$ cat src/hdl/cbt_pkg.sv
`timescale 1ns / 1ps
`default_nettype none

package cbt_pkg;

    // Largest sample exponent; a segment gives at most MAX_N samples.
    localparam int MAX_LOG2_SAMPLES = 4;
    localparam int MAX_N            = 1 << MAX_LOG2_SAMPLES;

    localparam int LOG_W      = 3;
    localparam logic [LOG_W-1:0] LOG2_RESET = LOG_W'(4);

    localparam int PT_W  = 12;                         // control point coordinate
    localparam int G_W   = PT_W + 2;                   // geometry value, phantom points included
    localparam int K_W   = MAX_LOG2_SAMPLES;           // sample index
    localparam int WGT_W = 3 * MAX_LOG2_SAMPLES + 3;   // basis weight, at most 4*N^3
    localparam int P_W   = WGT_W + 1 + G_W;            // weight times coordinate
    localparam int S_W   = P_W + 2;                    // sum of four products
    localparam int NUM_W = S_W + 6;                    // 32*sum plus the rounding term
    localparam int SHIFT = 3 * MAX_LOG2_SAMPLES + 2;   // power-of-two part of 2*6*N^3

    // The divided value lies well within +-2^20 for every input pattern.
    localparam int T_W   = 21;
    localparam int U_W   = T_W + 1;
    localparam int RCP_W = U_W - 1;
    localparam int OUT_W = 18;

    // Denominator 6*N^3 = 3*2^(3L+1), added once as the round-half-up term.
    localparam logic signed [NUM_W-1:0] DEN = NUM_W'(3) << (3 * MAX_LOG2_SAMPLES + 1);

    // Floor division by three: bias to a non-negative value, multiply by the
    // reciprocal, then one compare and increment.
    localparam logic [RCP_W-1:0] RCP      = RCP_W'((64'd1 << U_W) / 64'd3);
    localparam logic [U_W-1:0]   DIV_OFS  = U_W'(3) << (T_W - 1);
    localparam logic [U_W-1:0]   DIV_BIAS = U_W'(1) << (T_W - 1);

    // Segment codes.
    localparam logic [1:0] SEG_START = 2'd0;
    localparam logic [1:0] SEG_MAIN  = 2'd1;
    localparam logic [1:0] SEG_END   = 2'd2;

    typedef logic [3:0][WGT_W-1:0] wgt_set_t;

    typedef struct packed {
        logic           load;    // capture the incoming control point
        logic           issue;   // start one sample in the evaluator
        logic [1:0]     seg;     // segment being sampled
        logic [K_W-1:0] idx;     // sample position in steps of 1/MAX_N
        logic           eor;     // this sample closes the transfer's results
        logic           shift;   // move the new point into the window
    } cbt_cmd_t;

    // Uniform cubic B-spline weights at u = idx/MAX_N, scaled by 6*MAX_N^3.
    function automatic wgt_set_t bspline_weights(input logic [K_W-1:0] idx);
        int       k;
        int       n;
        wgt_set_t r;
        k = int'(idx);
        n = MAX_N;
        r[0] = WGT_W'((n - k) * (n - k) * (n - k));
        r[1] = WGT_W'(3 * k * k * k - 6 * k * k * n + 4 * n * n * n);
        r[2] = WGT_W'(-3 * k * k * k + 3 * k * k * n + 3 * k * n * n + n * n * n);
        r[3] = WGT_W'(k * k * k);
        return r;
    endfunction

endpackage

`default_nettype wire

$ cat src/hdl/cbt_ctrl.sv
`timescale 1ns / 1ps
`default_nettype none

module cbt_ctrl import cbt_pkg::*;
(
    input  wire logic             clk,
    input  wire logic             rst_n,
    input  wire logic             in_valid,
    output logic                  in_stall,
    input  wire logic             last_point,
    input  wire logic             cfg_valid,
    output logic                  cfg_ready,
    input  wire logic [LOG_W-1:0] cfg_data,
    input  wire logic             advance,
    output cbt_cmd_t              cmd
);

    localparam logic ST_IDLE = 1'b0;
    localparam logic ST_RUN  = 1'b1;

    logic             state_reg, state_next;
    logic [2:0]       seen_reg, seen_next;
    logic             last_reg, last_next;
    logic [1:0]       seg_reg, seg_next;
    logic [K_W-1:0]   k_reg, k_next;
    logic [LOG_W-1:0] lg_reg, lg_next;

    logic [LOG_W-1:0] eff_lg;
    logic [K_W-1:0]   k_max;
    logic             finish;

    assign eff_lg    = (lg_reg > LOG_W'(MAX_LOG2_SAMPLES)) ? LOG_W'(MAX_LOG2_SAMPLES) : lg_reg;
    assign k_max     = K_W'((32'd1 << eff_lg) - 32'd1);
    assign in_stall  = (state_reg != ST_IDLE);
    assign cfg_ready = 1'b1;

    always_comb
    begin
        state_next = state_reg;
        seen_next  = seen_reg;
        last_next  = last_reg;
        seg_next   = seg_reg;
        k_next     = k_reg;
        lg_next    = cfg_valid ? cfg_data : lg_reg;
        finish     = 1'b0;
        cmd        = '0;
        cmd.seg    = seg_reg;
        cmd.idx    = k_reg << (LOG_W'(MAX_LOG2_SAMPLES) - eff_lg);

        case (state_reg)
            ST_IDLE:
            begin
                if (in_valid)
                begin
                    cmd.load   = 1'b1;
                    last_next  = last_point;
                    seg_next   = (seen_reg == 3'd3) ? SEG_START : SEG_MAIN;
                    k_next     = '0;
                    state_next = ST_RUN;
                end
            end
            ST_RUN:
            begin
                if (seen_reg < 3'd3)
                begin
                    finish = 1'b1;
                end
                else if (advance)
                begin
                    cmd.issue = 1'b1;
                    if (k_reg == k_max)
                    begin
                        k_next = '0;
                        if (seg_reg == SEG_START)
                        begin
                            seg_next = SEG_MAIN;
                        end
                        else if (seg_reg == SEG_MAIN && last_reg)
                        begin
                            seg_next = SEG_END;
                        end
                        else
                        begin
                            finish  = 1'b1;
                            cmd.eor = 1'b1;
                        end
                    end
                    else
                    begin
                        k_next = k_reg + K_W'(1);
                    end
                end
            end
            default:
            begin
                state_next = ST_IDLE;
            end
        endcase

        if (finish)
        begin
            state_next = ST_IDLE;
            cmd.shift  = !last_reg;
            if (last_reg)
            begin
                seen_next = 3'd0;
            end
            else if (seen_reg != 3'd4)
            begin
                seen_next = seen_reg + 3'd1;
            end
        end
    end

    always_ff @(posedge clk or negedge rst_n)
    begin
        if (!rst_n)
        begin
            state_reg <= ST_IDLE;
            seen_reg  <= 3'd0;
            last_reg  <= 1'b0;
            seg_reg   <= SEG_MAIN;
            k_reg     <= '0;
            lg_reg    <= LOG2_RESET;
        end
        else
        begin
            state_reg <= state_next;
            seen_reg  <= seen_next;
            last_reg  <= last_next;
            seg_reg   <= seg_next;
            k_reg     <= k_next;
            lg_reg    <= lg_next;
        end
    end

endmodule

`default_nettype wire

$ cat config.mk
export PLATFORM = sky130hd
export DESIGN_NAME = cbt_ctrl
export DESIGN_NICKNAME = d
export VERILOG_FILES = /design/src/hdl/cbt_pkg.sv /design/src/hdl/cbt_ctrl.sv
export SDC_FILE = /design/constraint.sdc
export NUM_CORES = 1
export LEC_CHECK = 0
export BUFFER_PORTS_ARGS = -buffer_cell sky130_fd_sc_hd__buf_2
export CORE_ASPECT_RATIO = 0.8
export CORE_MARGIN = 4
export CORE_UTILIZATION = 30
export CTS_BUF_LIST = sky130_fd_sc_hd__clkbuf_2 sky130_fd_sc_hd__clkbuf_4 sky130_fd_sc_hd__clkbuf_8
export DETAILED_ROUTE_END_ITERATION = 10
export HOLD_SLACK_MARGIN = 0.12
export SLEW_MARGIN = 25
export SYNTH_ARGS = -nofsm -noshare
export SYNTH_HDL_FRONTEND = slang
export SYNTH_SLANG_ARGS = --single-unit
export TNS_END_PERCENT = 100
$ cat constraint.sdc
create_clock -name clk -period 4.25 [get_ports clk]
set_input_delay 0.425 -clock clk [delete_from_list [all_inputs] [get_ports clk]]
set_output_delay 0.425 -clock clk [all_outputs]
set_load 0.05 [all_outputs]
==> impl_metrics.yaml, run 1 <==
place:
  dp_slack_ns: 1.56
  portBuffers: 19
  postPlaceCellArea_um2: 1080
  dp_hpwl_um: 1580
  gp_congestion: 0.796
setup_path:
  cp_max_fo: 12
  worstRegToRegCells: 8
  crit_chain: "inv_1 > nand2_1 > ha_1 > xor2_1 > nor3_1 > o211ai_2 > o21a_1 > nor2_1 > buf_2"
  arrival_ns: 2.57
  worstSetupPathType: "register to output pin"
  cpLargestDelayFamily: "compound AO/OA/AOI/OAI gates"
  crit_buf_inv: 2
  startpoint_type: "register"
  end_kind: "output pin"
  cp_slowest_cell: "dfstp_2"
  cpPeakStageDelay_ns: 0.57
  critical_path_cell_count: 9
  cp.required_ns: 3.83
final_layout:
  stdcell_area_um2: 1150
  antenna_cells: 0
  largest_reg_flops: 4
  num-nets-final: 146
  drive_above_1_share_pct: 24.8
  nFillCells: 314
  area_growth_pct: 18.5
power:
  p_leak_nw: 0.574
  max-vdd-ir-drop_mv: 0.280
  power.density_nw_per_um2: 726
sta:
  fmaxAchievable_mhz: 334
  tightest_slew_ns: 0.527
  slew-limit-headroom_pct: 64.8
  finalHoldWorstSlack_ns: 0.366
  fin_ws_ns: 1.26
  fin_crit_sh_pct: 70.4
  fin_crit_ns: 2.99
  setup_viol: 0
  tns_ns: 0
  drv_slew: 0
  rsz0062_at_grt: "false"
  hold_viol: 0
  skew_ns: 0.00173
synthesis:
  synth.most_common_cell: "nand2_1"
  seq_area_frac_synth_pct: 36.4
  async_flop_share_pct: 100
  yosysWarnings: 0
  syn_area_um2: 968
  synth_edf_count: 0
  synthCells: 110
  yosysTopAreaCell: "dfrtp_1"
  syn_avg_cell_area_um2: 8.80
  syn_nets: 126
  synth-main-ff-cell: "dfrtp_1"
  synth_top_area_share_pct: 31.0
  yosys.cell_types.count: 34
  ys_ff_latch: 14
  netlist_top_cells_count: "nand2_1 (19), dfrtp_1 (12), inv_1 (8)"
  synth_area_leaders: "dfrtp_1 (31%), ha_1 (9.0%), nand2_1 (7.4%)"
clocking:
  htreeDepth: 1
  insertion_delay_ns: 0.25
  cts_made_buffers: 3
  clock_path_buffers: 2
  clk_pin_slew_worst_paths_ns: 0.07
  cts_root_buf: "clkbuf_8"
  cts_sinks: 14
  tritoncts: "done"
  cts_setup_buffers: 0
die:
  chipWidth_um: 71.5
  die_y_um: 58.8
  core.rowCount: 18
  dieArea_um2: 4210
  coreArea_um2: 3090
  start_util_pct: 31.4
  io_pins: 21
worst_hold_path:
  whs_path_depth: 3
  hold_class: "input port to register"
global_route:
  grt_max_degree: 15
  grt_pass1_wl_um: 3550
  grt_pass1_vias: 778
  grt_usage_pct: 10.6
  grt_overflow: 0
  antenna_found_initial: 0
detailed_routing:
  wl_um: 2110
  ant_nets: 0
  vias_per_cell: 4.92
  via_count: 832
  dr.pass1.iters: 4
  post_drt_wl_per_cell_um: 12.5
  drc: 0
  drt-initial-drc-count: 17
run_status:
  status: "completed"
run:
  drv_cap: 0
## final timing paths
| path | start | end | slack (ns) |
|---|---|---|---|
| worst max-delay path | lg_reg[2] | cmd[0] | 1.26 |
| worst min-delay path | last_point | last_reg | 0.37 |
| worst max register to register | lg_reg[2] | seen_reg[1] | 1.98 |
| worst min register to register | lg_reg[0] | lg_reg[0] | 0.53 |
| max in group asynchronous | rst_n | lg_reg[2] | 3.35 |
| min in group asynchronous | rst_n | seen_reg[2] | 0.61 |
## final cells by class
class	instances	area [um^2]	share of cell area [%]
tap	40	50.0	4.36
inverter	8	30.0	2.62
timing repair buffer	20	105	9.16
sequential	14	353	30.8
clock buffer	4	55.1	4.80
multi-input combinational	83	554	48.3
## report_power, final
part | leakage, nW | internal [W] | switching (W) | total [W]
sequential | 0.163 | 0.000188 | 0.0000791 | 0.000267
clock | 0.0288 | 0.0000823 | 0.0000556 | 0.000138
combinational | 0.382 | 0.000148 | 0.000280 | 0.000428
## worst register-to-register path, stage by stage (launching register included)
cell and delay (ns):
dfstp_2 0.57, inv_1 0.09, nand2_1 0.19, ha_1 0.20, xor2_1 0.19, nor3_1 0.09
o211ai_2 0.45, o21a_1 0.26, o21ai_1 0.10
## what timing repair did
item | 4_1_cts | 5_1_grt
hold buffers | 1 | 0
endpoints found under the hold margin | 12 | 0
gates resized for setup | 0 | 0
setup endpoints to repair | 0 | 0
## per-stage QoR
step	power (W)	std cells	util [%]
floorplan	0.000607	110	-
global placement	0.000688	164	35.1
detailed placement	0.000697	164	35.1
CTS	0.000838	169	37.2
global route	0.000896	169	37.2
finish	0.000833	169	37.2
## cells by family (layout without fill, tap and decap cells)
kind of cell	after synthesis	count (layout)	share of synthesized area, %
AOI/OAI and AO/OA	21	21	16.4
xor gates and xnor gates	3	3	2.71
adders and majority gates	7	7	9.04
buffers and inverters	13	32	6.33
DFF	14	14	36.4
muxes	6	6	6.72
other	1	1	0.387
and+or+nand+nor	45	45	22.0
## cells in the final DEF, fill, tap and decap left out, types with 3 or more instances in the layout
cell type  count
nand2_1       19
buf_2         19
dfrtp_1       12
inv_1          8
nand3_1        7
ha_1           7
nor2_1         5
nor3_1         5
mux2_2         4
o21ai_0        4
clkbuf_8       4
xor2_1         3
o21a_1         3
## layer usage
metal	global-route usage, %	up-vias	wire (um)
met5	0	-	0
met2	16.9	12	972
li1	-	422	-
met3	1.71	6	57
met1	14.0	392	1040
met4	5.36	0	44
(Power assumes the default switching activity.)
==> inputs of run 2 (changes only) <==
==> constraint.sdc (replaced) <==
create_clock -name clk -period 2.97 [get_ports clk]
set_input_delay 0.297 -clock clk [delete_from_list [all_inputs] [get_ports clk]]
set_output_delay 0.297 -clock clk [all_outputs]
set_load 0.05 [all_outputs]
==> impl_metrics.yaml, run 2 (synthesis gave the netlist of run 1 again) <==
power:
  p_seq_share_pct: 31.6
  combinationalPowerShare_pct: 52.1
  power.density_nw_per_um2: 1030
  max-vdd-ir-drop_mv: 0.408
  clkPwrFrac_pct: 16.3
  p_int_w: 0.000610
  p_leak_nw: 0.591
  swShare_pct: 49.5
  p_switching_w: 0.000598
sta:
  hold_viol: 0
  fin_ws_ns: 0.183
  skew_ns: 0.00101
  drv_slew: 0
  rsz0062_at_grt: "false"
  setup_viol: 0
  fin_crit_sh_pct: 93.9
  tns_ns: 0
  fmaxAchievable_mhz: 359
  fin_crit_ns: 2.79
die:
  coreArea_um2: 3090
  start_util_pct: 31.4
  chipWidth_um: 71.5
  dieArea_um2: 4210
  die_y_um: 58.8
  io_pins: 21
  core.rowCount: 18
detailed_routing:
  vias_per_cell: 4.92
  dr.pass1.iters: 4
  via_count: 852
  ant_nets: 0
  post_drt_wl_per_cell_um: 12.2
  drt-initial-drc-count: 17
  wl_um: 2120
  drc: 0
global_route:
  grt_pass1_vias: 759
  grt_overflow: 0
  grt_pass1_wl_um: 3570
  grt_max_degree: 15
  antenna_found_initial: 0
  grt_usage_pct: 10.6
final_layout:
  antenna_cells: 0
  area_growth_pct: 21.6
  drive_above_1_share_pct: 27.1
  num-nets-final: 150
  largest_reg_flops: 4
  layout_common_cells: "nand2_1 (19), buf_2 (19), dfrtp_1 (12)"
setup_path:
  cp_slowest_cell: "dfstp_2"
  crit_chain: "inv_1 > nand2_1 > ha_1 > xor2_1 > nor3_1 > o211ai_2 > o21a_1 > nor2_1 > buf_2"
  crit_buf_inv: 2
  worstSetupPathType: "register to output pin"
  cpLargestDelayFamily: "compound AO/OA/AOI/OAI gates"
  startpoint_type: "register"
  cp.required_ns: 2.67
  cpPeakStageDelay_ns: 0.57
  cp_max_fo: 9
  arrival_ns: 2.49
  end_kind: "output pin"
clocking:
  clock_path_buffers: 2
  cts_root_buf: "clkbuf_8"
  cts_sinks: 14
  cts_made_buffers: 3
  clk_pin_slew_worst_paths_ns: 0.07
  htreeDepth: 1
  tritoncts: "done"
  insertion_delay_ns: 0.25
worst_hold_path:
  hold_class: "input port to register"
place:
  dp_hpwl_um: 1570
  gp_congestion: 0.796
  dp_slack_ns: 0.386
  portBuffers: 19
run_status:
  status: "completed"
run:
  drv_cap: 0
-- run 2: worst min-delay path: stages --
cell	delay (ns)
buf_2	0.08
nand2_1	0.04
nand2_1	0.05
-- run 2: final cells by class --
class / instances / area [um^2]
clock buffer: 4 / 55.1
multi-input combinational: 83 / 554
timing repair buffer: 24 / 135
fill: 318 / 1910
tap: 40 / 50.0
sequential: 14 / 353
inverter: 8 / 30.0
-- run 2: stage by stage --
stage | std cells | hold slack [ns] | instance area [um^2] | util (%) | power (W)
after floorplan | 110 | 0.00141 | 968 | - | 0.000868
after global placement | 164 | 0.208 | 1080 | 35.1 | 0.000985
after detailed placement | 164 | 0.217 | 1080 | 35.1 | 0.000998
after CTS | 169 | 0.237 | 1150 | 37.2 | 0.00120
after global routing | 173 | 0.263 | 1180 | 38.2 | 0.00130
final | 173 | 0.236 | 1180 | 38.2 | 0.00121
-- run 2: worst paths after layout --
kind                            start           to  slack, ns  cells past startpoint
setup / recovery            lg_reg[2]       cmd[0]       0.18                      9
hold / removal             last_point     last_reg       0.24                      3
setup reg to reg            lg_reg[2]   seg_reg[0]       0.55                     10
hold reg to reg             lg_reg[0]    lg_reg[0]       0.53                      1
max in group asynchronous       rst_n    lg_reg[2]       2.20                      2
min in group asynchronous       rst_n  seen_reg[2]       0.48                      2
-- run 2: what timing repair did --
item / in CTS / in global routing
buffers inserted: 0 / 4
endpoints found under the hold margin: 12 / 0
endpoints found under the setup margin: 0 / 1
hold buffers: 1 / 0
gates resized for setup: 0 / 0
-- run 2: layer usage --
layer	share of wire [%]	GRT usage, %
met1	50	14.3
met3	2.5	1.88
met4	1.7	4.83
met5	0	0
met2	46	16.6
-- run 2: power groups by stage --
| stage | clock network (W) | logic (W) | registers (W) |
|---|---|---|---|
| floorplan | 0 | 0.000472 | 0.000397 |
| global placement | 0 | 0.000601 | 0.000383 |
| detailed placement | 0 | 0.000614 | 0.000383 |
| CTS | 0.000201 | 0.000618 | 0.000381 |
| global route | 0.000207 | 0.000690 | 0.000398 |
| finish | 0.000197 | 0.000629 | 0.000382 |
==> inputs of run 3 (changes only) <==
--- a/config.mk
+++ b/config.mk
@@ -5,8 +5,9 @@
 export SDC_FILE = /design/constraint.sdc
 export NUM_CORES = 1
 export LEC_CHECK = 0
+export ABC_AREA = 1
 export BUFFER_PORTS_ARGS = -buffer_cell sky130_fd_sc_hd__buf_2
-export CORE_ASPECT_RATIO = 0.8
+export CORE_ASPECT_RATIO = 1.75
 export CORE_MARGIN = 4
 export CORE_UTILIZATION = 30
 export CTS_BUF_LIST = sky130_fd_sc_hd__clkbuf_2 sky130_fd_sc_hd__clkbuf_4 sky130_fd_sc_hd__clkbuf_8
==> impl_metrics.yaml, run 3 <==
run_status:
  status: "completed"
setup_path:
  cp_common_cell: "nand2_1"
  end_kind: "output pin"
  crit_chain: "o21ai_0 > nand2_1 > ha_1 > ha_1 > inv_1 > nand2_1 > nand2_1 > nand2_1 > nor2_2 > nand4_2 > a21oi_1 > buf_2"
  worstRegToRegCells: 15
  worstSetupPathType: "register to output pin"
  crit_path_end: "cmd[0]"
  startpoint_type: "register"
  cpLargestDelayFamily: "simple AND/OR/NAND/NOR gates"
  r2r_end: "seg_reg[0]"
  cp.required_ns: 2.67
  cpPeakStageDelay_ns: 0.39
  cp_slowest_cell: "dfrtp_1"
  arrival_ns: 2.27
  critical_path_cell_count: 12
  crit_start: "lg_reg[1]"
  crit_buf_inv: 2
  regToRegSetupSlack_ns: 0.91
  timing.rr.start: "lg_reg[1]"
  cp_max_fo: 8
place:
  gp_congestion: 0.808
  dp_hpwl_um: 1860
  portBuffers: 19
final_layout:
  area_growth_pct: 21.6
  nFillCells: 337
  antenna_cells: 0
  layout_common_cells: "nand2_1 (37), inv_1 (19), buf_2 (19)"
  num-nets-final: 178
  layout_commonest_cell: "nand2_1"
  largest_reg_flops: 4
  drive_above_1_share_pct: 24.8
  utilization_pct: 38.1
die:
  coreArea_um2: 3140
  io_pins: 21
  start_util_pct: 31.3
  core.rowCount: 27
  chipWidth_um: 51.3
  die_y_um: 83.8
  dieArea_um2: 4300
global_route:
  met3_usage_pct: 1.97
  met1_usage_pct: 10.4
  grt_pass1_wl_um: 3950
  grt.busiest_layer: "met2"
  grt_usage_pct: 11.8
  grt_pass1_vias: 970
  grt_max_degree: 15
  grt_overflow: 0
  met2_usage_pct: 23.6
  antenna_found_initial: 0
synthesis:
  synth_edf_count: 0
  seq_area_frac_synth_pct: 35.8
  synth_top_area_share_pct: 30.5
  yosysWarnings: 0
  ys_ff_latch: 14
  async_flop_share_pct: 100
  synth_area_leaders: "dfrtp_1 (30%), nand2_1 (14%), ha_1 (8.9%)"
  synth-main-ff-cell: "dfrtp_1"
  netlist_top_cells_count: "nand2_1 (37), inv_1 (19), dfrtp_1 (12)"
  syn_avg_cell_area_um2: 7.14
  syn_area_um2: 985
  synth.most_common_cell: "nand2_1"
  synthCells: 138
  yosys.cell_types.count: 22
  syn_nets: 154
  yosysTopAreaCell: "dfrtp_1"
sta:
  drv_slew: 0
  rsz0062_at_grt: "false"
  fmaxAchievable_mhz: 389
  fin_crit_sh_pct: 86.6
  setup_viol: 0
  finalHoldWorstSlack_ns: 0.257
  skew_ns: 0.00611
  tns_ns: 0
  hold_viol: 0
  fin_crit_ns: 2.57
power:
  power.total_w: 0.00112
  p_leak_nw: 0.619
  max-vdd-ir-drop_mv: 0.463
  power.density_nw_per_um2: 936
detailed_routing:
  wl_um: 2260
  dr.pass1.iters: 4
  post_drt_wl_per_cell_um: 11.1
  drt-initial-drc-count: 10
  vias_per_cell: 4.64
  drc: 0
  via_count: 946
  ant_nets: 0
worst_hold_path:
  hold_class: "input port to register"
  whs_path_depth: 3
  hold_path.startpoint: "last_point"
clocking:
  cts_sinks: 14
  tritoncts: "done"
  cts_setup_buffers: 0
  clock_path_buffers: 2
  clk_pin_slew_worst_paths_ns: 0.05
  cts_made_buffers: 3
  cts_root_buf: "clkbuf_8"
  insertion_delay_ns: 0.25
  htreeDepth: 1
run:
  drv_cap: 0
[run 3: changes by cell type after synthesis, moves of 5 or more]
cell	delta
a21oi_1	+5
inv_1	+11
nand2_1	+18
nor2_1	+6
o21ai_0	+6
[run 3: area by class of cell]
type / instances / area (um^2) / area share (%)
sequential: 14 / 353 / 29.5
tap: 43 / 53.8 / 4.49
timing repair buffer: 20 / 105 / 8.78
inverter: 23 / 86.3 / 7.21
multi-input combinational: 100 / 544 / 45.5
clock buffer: 4 / 55.1 / 4.60
[run 3: power by group]
group	internal [W]	switching, W	leakage [nW]
Combinational	0.000166	0.000430	0.415
Sequential	0.000259	0.0000777	0.175
Clock	0.000118	0.0000695	0.0288
Total	0.000543	0.000578	0.619
[run 3: how the worst min path moves through the flow]
stage	end	slack (ns)
2_1_floorplan	in_stall	0.001
3_3_place_gp	seen_reg[0]	0.21
3_5_place_dp	seen_reg[2]	0.21
4_1_cts	last_reg	0.26
5_1_grt	last_reg	0.27
6_report	last_reg	0.26
[run 3: stage by stage]
| step | area (um^2) | instances | setup slack (ns) |
|---|---|---|---|
| after floorplan | 991 | 138 | 0.416 |
| after global placement | 1130 | 199 | 0.710 |
| after detailed placement | 1130 | 199 | 0.649 |
| after CTS | 1200 | 204 | 0.380 |
| after global routing | 1200 | 204 | 0.217 |
| final | 1200 | 204 | 0.399 |
[run 3: what timing repair did]
item | 4_1_cts | 5_1_grt
hold buffers | 1 | 0
gates resized for setup | 0 | 0
endpoints found under the hold margin | 12 | 0
[run 3: logic make-up (layout without fill, tap and decap cells)]
group	count (synthesis)	count (layout)	share of synthesized area, %
compound gates	17	17	8.77
xor+xnor	2	2	1.78
fa+ha+maj	7	7	8.89
buf+inv	24	47	9.53
flops	14	14	35.8
mux	1	1	1.14
other cells	1	1	0.381
simple gates	72	72	33.7
[run 3: worst register-to-register path: cells and delay by family, from the launching register on]
family	cells	cell delay, ns
buf+inv	2	0.12
fa+ha+maj	2	0.44
simple gates	10	0.88
compound gates	1	0.16
flops	1	0.39
[run 3: routing by layer]
metal	part of all wire, %	up-vias	routed length, um
li1	-	482	-
met1	37	441	845
met2	57	18	1280
met3	3.5	5	80
met4	2.1	0	47
met5	0	-	0
